### config.mk
export PLATFORM = sky130hd
export DESIGN_NAME = mhs_hash_pipe
export DESIGN_NICKNAME = d
export VERILOG_FILES = /design/src/sv/mhs_pkg.sv /design/src/sv/mhs_hash_pipe.sv
export SDC_FILE = /design/constraint.sdc
export NUM_CORES = 2
export LEC_CHECK = 0
export BUFFER_PORTS_ARGS = -buffer_cell sky130_fd_sc_hd__buf_2
export CELL_PAD_IN_SITES_DETAIL_PLACEMENT = 0
export CELL_PAD_IN_SITES_GLOBAL_PLACEMENT = 2
export CORE_MARGIN = 10
export CORE_UTILIZATION = 36
export DETAILED_ROUTE_END_ITERATION = 7
export GPL_TIMING_DRIVEN = 0
export HOLD_SLACK_MARGIN = 0.05
export PLACE_DENSITY_LB_ADDON = 0.1
export SYNTH_ARGS = -nofsm -noshare
export SYNTH_HDL_FRONTEND = slang
export SYNTH_SLANG_ARGS = --single-unit
### constraint.sdc
create_clock -name aclk -period 9.8 [get_ports aclk]
set_input_delay 1.96 -clock aclk [delete_from_list [all_inputs] [get_ports aclk]]
set_output_delay 1.96 -clock aclk [all_outputs]
set_load 0.02 [all_outputs]
### src/sv/mhs_pkg.sv
package mhs_pkg;

    localparam int KIND_W  = 2;
    localparam int SLOT_W  = 6;
    localparam int COEF_W  = 21;
    localparam int KMER_W  = 32;
    localparam int HCNT_W  = 7;

    localparam int S_TDATA_W = 80;
    localparam int S_TUSER_W = KIND_W;
    localparam int M_TDATA_W = 40;
    localparam int M_PAD_W   = M_TDATA_W - SLOT_W - KMER_W;

    localparam int MAX_HASHES_DEF = 64;
    localparam int PRIME_DEF      = 1048583;

    localparam logic [HCNT_W-1:0] HCNT_RESET = 7'd32;

    // Bits of the k-mer consumed by each stage of the hash pipeline.
    localparam int STEP_BITS = 2;
    localparam int NUM_STAGES = KMER_W / STEP_BITS;

    localparam logic [KIND_W-1:0] KIND_LOAD   = 2'd0;
    localparam logic [KIND_W-1:0] KIND_KMER   = 2'd1;
    localparam logic [KIND_W-1:0] KIND_FINISH = 2'd2;

    typedef enum logic [2:0] {
        ST_IDLE,
        ST_LOAD,
        ST_KMER,
        ST_DRAIN,
        ST_EMIT
    } mhs_state_t;

    typedef struct packed {
        logic [SLOT_W-1:0] slot;
        logic [KMER_W-1:0] kmer;
    } mhs_tag_t;

endpackage

### src/sv/mhs_hash_pipe.sv
module mhs_hash_pipe #(
    parameter int PRIME = mhs_pkg::PRIME_DEF
) (
    input  logic                 aclk,
    input  logic                 aresetn,
    input  logic                 in_valid,
    input  logic [$clog2(PRIME)-1:0] in_a,
    input  logic [$clog2(PRIME)-1:0] in_b,
    input  mhs_pkg::mhs_tag_t    in_tag,
    output logic                 out_valid,
    output logic [$clog2(PRIME)-1:0] out_hash,
    output mhs_pkg::mhs_tag_t    out_tag,
    output logic                 busy
);

    localparam int PW  = $clog2(PRIME);
    localparam int PW1 = PW + 1;
    localparam int NST = mhs_pkg::NUM_STAGES;
    localparam int SB  = mhs_pkg::STEP_BITS;
    localparam int KW  = mhs_pkg::KMER_W;
    localparam logic [PW:0] P_EXT = PW1'(PRIME);

    logic [NST-1:0]    st_v_reg;
    logic [PW-1:0]     st_r_reg   [NST];
    logic [PW-1:0]     st_a_reg   [NST];
    logic [PW-1:0]     st_b_reg   [NST];
    mhs_pkg::mhs_tag_t st_tag_reg [NST];
    logic [PW-1:0]     st_r_next  [NST];

    logic              out_v_reg;
    logic [PW-1:0]     out_hash_reg;
    mhs_pkg::mhs_tag_t out_tag_reg;
    logic [PW-1:0]     hash_next;

    // One Horner step: r = (2 * r + kb * a) mod PRIME, with r and a reduced.
    function automatic logic [PW-1:0] dbl_add(input logic [PW-1:0] r,
                                              input logic [PW-1:0] a,
                                              input logic kb);
        logic [PW:0] t;
        t = {r, 1'b0};
        if (t >= P_EXT) begin
            t = t - P_EXT;
        end
        if (kb) begin
            t = t + {1'b0, a};
        end
        if (t >= P_EXT) begin
            t = t - P_EXT;
        end
        return t[PW-1:0];
    endfunction

    always_comb begin
        logic [PW-1:0] r;
        logic [PW-1:0] a;
        logic [KW-1:0] k;
        for (int s = 0; s < NST; s++) begin
            if (s == 0) begin
                r = '0;
                a = in_a;
                k = in_tag.kmer;
            end else begin
                r = st_r_reg[s-1];
                a = st_a_reg[s-1];
                k = st_tag_reg[s-1].kmer;
            end
            for (int j = 0; j < SB; j++) begin
                r = dbl_add(r, a, k[KW-1-s*SB-j]);
            end
            st_r_next[s] = r;
        end
    end

    always_comb begin
        logic [PW:0] t;
        t = {1'b0, st_r_reg[NST-1]} + {1'b0, st_b_reg[NST-1]};
        if (t >= P_EXT) begin
            t = t - P_EXT;
        end
        hash_next = t[PW-1:0];
    end

    always_ff @(posedge aclk) begin
        if (!aresetn) begin
            st_v_reg  <= '0;
            out_v_reg <= 1'b0;
        end else begin
            st_v_reg  <= {st_v_reg[NST-2:0], in_valid};
            out_v_reg <= st_v_reg[NST-1];
        end
    end

    always_ff @(posedge aclk) begin
        for (int s = 0; s < NST; s++) begin
            st_r_reg[s] <= st_r_next[s];
            if (s == 0) begin
                st_a_reg[s]   <= in_a;
                st_b_reg[s]   <= in_b;
                st_tag_reg[s] <= in_tag;
            end else begin
                st_a_reg[s]   <= st_a_reg[s-1];
                st_b_reg[s]   <= st_b_reg[s-1];
                st_tag_reg[s] <= st_tag_reg[s-1];
            end
        end
        out_hash_reg <= hash_next;
        out_tag_reg  <= st_tag_reg[NST-1];
    end

    assign out_valid = out_v_reg;
    assign out_hash  = out_hash_reg;
    assign out_tag   = out_tag_reg;
    assign busy      = (|st_v_reg) || out_v_reg;

endmodule

# ---- Yosys cells after proc, flatten, opt, wreduce, memory -nomap -nowiden
# Memory sizes are Yosys's and may differ from the RTL's. A register that Yosys moved wholly into a read port is not among the register bits.
# Index checks and enable logic that the tools add are counted.
dict set report word_totals {
  mem_count 4
  ff_bits 38
  elab_cells 265
  ram_bits 1616
}
dict set report classes {
  reduce_logical 2
  add_sub_neg 96
  n_mux 96
  n_lt_le_gt_ge 64
}
# memory depth word_bits read_ports rd_clocked_by_memory_dff wr line
set memory_table {}
lappend memory_table {st_tag_reg 16 38 16 1 16 mhs_hash_pipe.sv:27} ;# mhs_pkg::mhs_tag_t st_tag_reg [NST];
lappend memory_table {st_a_reg 16 21 15 0 16 mhs_hash_pipe.sv:25} ;# logic [PW-1:0] st_a_reg [NST];
lappend memory_table {st_b_reg 16 21 16 0 16 mhs_hash_pipe.sv:26} ;# logic [PW-1:0] st_b_reg [NST];
lappend memory_table {st_r_reg 16 21 16 0 16 mhs_hash_pipe.sv:24} ;# logic [PW-1:0] st_r_reg [NST];
# op count
set ops {}
lappend ops {{22-bit by 21-bit >= comparator with 1-bit output (second input constant)} 63}
lappend ops {{22-bit 2-to-1 mux} 62}
lappend ops {{21-bit 2-to-1 mux} 34}
lappend ops {{21-bit subtractor (second input constant)} 33}
lappend ops {{22-bit by 21-bit adder with 22-bit output} 31}
lappend ops {{22-bit by 21-bit subtractor with 22-bit output (second input constant)} 31}
lappend ops {{21-bit by 21-bit adder with 22-bit output} 1}
lappend ops {{21-bit >= comparator (second input constant)} 1}
lappend ops {{16-bit OR reduction} 1}
lappend ops {{1-bit logical OR} 1}

# ---- Longest topological paths before layout
# An unclocked memory read counts as a cell.
dict set report logic_depth {
  ltp_word 13
  depth_mapped 49
}

# ---- Least setup slack after synthesis
# Ideal clock, no wire load.
dict set report synth_path {
  path_type {register -> register}
  from {mem st_r_reg[1][122] (netlist name)}
  to {mem st_r_reg[1][143] (netlist name)}
  setup_ps 118
  arrival_ps 10182
  path_slack_ps -501
  path_stages_with_launch 44
  period_less_slack_ps 10301
  cell_sequence {dfxtp_1 > or4_4 > or4_1 > buf_2 > o31ai_2 > buf_4 > nor4_1 > or2_2 > ha_1 > clkbuf_1 > nand4_1 > nor2_1 > nand3_1 > o32ai_1 > o21ai_0 > mux2_2 > o21ai_1 > nand3_1 > [... 8 more ...] > a21oi_1 > o21ai_0 > a21oi_1 > o21ai_0 > a21o_1 > a21o_1 > a2111oi_0 > nor3_1 > a41o_1 > o41a_1 > a41oi_1 > a21oi_1 > xor2_1 > nor2_1 > nor4bb_1 > a2111oi_1 > nand3_1 > xnor2_1}
}
# item line
set synth_rtl {}
lappend synth_rtl {{from (decl)} mhs_hash_pipe.sv:24}

==> summary.md <==
| Metric | Value |
|---|---|
| Via count | 116,000 |
| CP dominant cell by count | or4_4 |
| Routed Antenna Nets | 0 |
| Max-cap violation count | 0 |
| Die Width | 593 um |
| Worst-path fanout max | 6 |
| Worst skew pair latency | 940 ps |
| Reg2Reg Depth | 42 |
| # nets final | 16,600 |
| CP Data Arrival Time | 10,960 ps |
| Number of synthesized flops with an enable pin | 0 |
| Status | finished with violations |
| Seq/Total Area, Yosys | 28.3% |
| CTS H-tree depth | 4 |
| Final min period | 10,190 ps |
| Worst-path clk slew | 60 ps |
| Syn Inst Count | 14,300 |
| RePlAce Congestion | 0.900 |
| Netlist cell types | 134 |
| R2R Path Start | st_r_reg[1][121] |
| Vias in the first global route | 111,000 |
| Relative slew slack | 6.62% |
| Crit start category | flip-flop |
| Worst hold path class | reg -> reg |
| Starting DRT DRC Count | 7,864 |
| Critical R2R Capture | st_r_reg[1][143] |
| Largest net degree at the start of global routing | 19 |
| Top post-synthesis cells by area | dfxtp_1 28%, ha_1 8.1%, xnor2_1 6.1%, nand2_1 3.8%, xor2_1 3.7% |
| Reg2reg setup slack | -390 ps |
| CTS tree | built |
| Initial Util | 36.1% |
| Die footprint | 352,000 um2 |
| Clock Path Buffers | 4 |
| Root Buffer | clkbuf_16 |
| I/O Buffers | 143 |
| Final setup margin | -392 ps |
| Violated checks | setup timing |
| HP Start | st_tag_reg[5][4] |
| Post-Syn Area | 118,000 um2 |
| Grt ovf | 0 |
| Cell row count | 210 |
| IO Pins | 144 |
| Setup violations, final | 29 |
| Mapped Nets | 15,200 |
| GRT Util Overall | 23.2% |
| CP endpoint kind | flip-flop |
| Number of synthesized register bits | 1,671 |
| Final Slew Violations | 0 |
| Setup WS pre-CTS | -3270 ps |
| Worst hold endpoint | st_tag_reg[6][4] |
| Area share of the largest cell type after synthesis | 28.3% |
| Clock sink count | 1,671 |
| RSZ-0062 raised after global routing | true |
| Wire length per cell | 21.7 um |
| Mapped Avg Cell Area | 8.24 um2 |
| Hold violation total from the final report | 0 |
| Via density | 5.76 |
| Hold Path Depth | 0 |
| Initial antenna violation count | 10 |
| Slew at the pin with the worst max-slew slack | 1390 ps |
| Fin crit share | 104% |
| Die height | 593 um |
| Routed wire length | 439 mm |
| Final Skew | 114 ps |
| Critical path class | reg -> reg |
| Post-route DRC | 0 |
| Fmax | 0.0981 GHz |
| Core area | 327,000 um2 |
| Setup TNS | -5230 ps |
| Ys Warns | 0 |
| Synth Flop Type | dfxtp_1 |
| First-pass GRT wire length | 660 mm |
| Critical Path Slowest Stage Cell | or4_4 |
| Max FFs per register | 608 |
| Post-DP HPWL | 332 mm |
| FF/Latch Area | 33,600 um2 |
| DRT Pass-1 Iters | 8 |
| Worst path max stage delay | 590 ps |
| Synth-to-Final Area Change | 30.6% |
| TritonCTS Buffers | 185 |
| Async S/R FF share, synth | 0% |
| Data required time of the worst path | 10,570 ps |
| Multi-input logic area | 95,500 um2 |
| Largest area contributor in the netlist | dfxtp_1 |
| Filler cell count | 31,500 |
| Fraction of layout cells with a size suffix above 1 | 26.8% |
cells by family (layout without fill, tap and decap cells):
family / Yosys count / after routing / share of synthesized area, %
AO/OA/AOI/OAI: 4043 / 4046 / 23.9
XOR/XNOR: 1318 / 1318 / 9.77
adder cells (fa/ha/maj): 798 / 798 / 8.65
buffers and inverters: 949 / 2458 / 3.09
flip-flops: 1671 / 1671 / 28.3
multiplexers: 360 / 360 / 3.20
other: 0 / 6 / 0
AND/OR/NAND/NOR: 5199 / 5199 / 23.1
synth_stat cells (299+ instances only):
cell      instances
dfxtp_1        1671
nand2_1        1212
nor2_1         1044
a21oi_1         825
xnor2_1         818
ha_1            766
o21ai_0         702
xor2_1          500
nor3_1          494
inv_1           483
nand3_1         469
clkbuf_1        375
a21o_1          299
through the flow:
stage	hold WS (ps)	cells	area, um2	util, %
final	241	20200	154000	47.2
after global routing	260	20200	154000	47.2
after CTS	244	19700	143000	43.7
after detailed placement	312	18800	125000	38.2
after global placement	309	18800	125000	38.2
after floorplan	310	14300	119000	-
critical path, delay by kind of cell (launching register included):
family,cells,cell delay (ps)
buffers and inverters,6,690
xor gates and xnor gates,3,500
and+or+nand+nor,17,4490
DFF,1,320
AOI/OAI and AO/OA,14,3510
adders and majority gates,2,510
timing repair:
item | 4_1_cts | 5_1_grt
cloned | 5 | 5
buffers inserted | 595 | 576
pin swaps | 558 | 889
hold buffers | 0 | 0
setup endpoints to repair | 336 | 336
gates resized for setup | 1608 | 1587
cell type report:
class	instances	share of cell area, %
Antenna cell	6	0.00973
Buffer	312	1.00
Clock buffer	230	3.23
Clock inverter	104	0.940
Inverter	499	1.25
Multi-Input combinational cell	11700	61.9
Sequential cell	1671	21.7
Tap cell	4346	3.52
Timing Repair Buffer	1313	6.40
worst max-delay path by stage:
stage,startpoint,cells after the start,endpoint,slack [ps]
final,st_r_reg[1][121],42,st_r_reg[1][143],-390
after global placement,st_tag_reg[6][17],43,st_r_reg[0][148],-3310
after global routing,st_r_reg[1][107],43,st_r_reg[1][142],-680
after detailed placement,st_tag_reg[6][17],43,st_r_reg[0][148],-3270
after CTS,st_r_reg[1][122],42,st_r_reg[1][143],-200
after floorplan,st_r_reg[0][12],42,st_r_reg[0][40],-4
per-layer routing:
layer,up-vias,part of all wire [%],track usage (%),wire (um)
met1,56600,47,32.4,207000
met2,2920,45,37.6,198000
li1,56300,-,-,-
met5,-,0.0023,0,10
met4,2,3.2,6.94,14200
met3,619,4.5,2.62,19500
placed cells by master, fill, tap and decap left out, types with 160 or more instances in the layout:
| cell | synthesis | final |
|---|---|---|
| a21o_1 | 299 | 286 |
| a21oi_1 | 825 | 638 |
| a31oi_1 | 207 | 162 |
| and2_1 | 189 | 171 |
| and3_1 | 196 | 160 |
| buf_2 | 43 | 166 |
| buf_4 | 6 | 1108 |
| clkbuf_1 | 375 | 227 |
| clkbuf_16 | 0 | 188 |
| dfxtp_1 | 1671 | 1605 |
| ha_1 | 766 | 622 |
| inv_1 | 483 | 450 |
| mux2i_1 | 220 | 166 |
| nand2_1 | 1212 | 1155 |
| nand3_1 | 469 | 412 |
| nand4_1 | 217 | 217 |
| nor2_1 | 1044 | 958 |
| nor3_1 | 494 | 393 |
| o211ai_1 | 182 | 182 |
| o21ai_0 | 702 | 476 |
| xnor2_1 | 818 | 707 |
| xor2_1 | 500 | 410 |
Power is not shown: default switching activity piles up to over one toggle a cycle in this logic, so the estimate is an artifact.
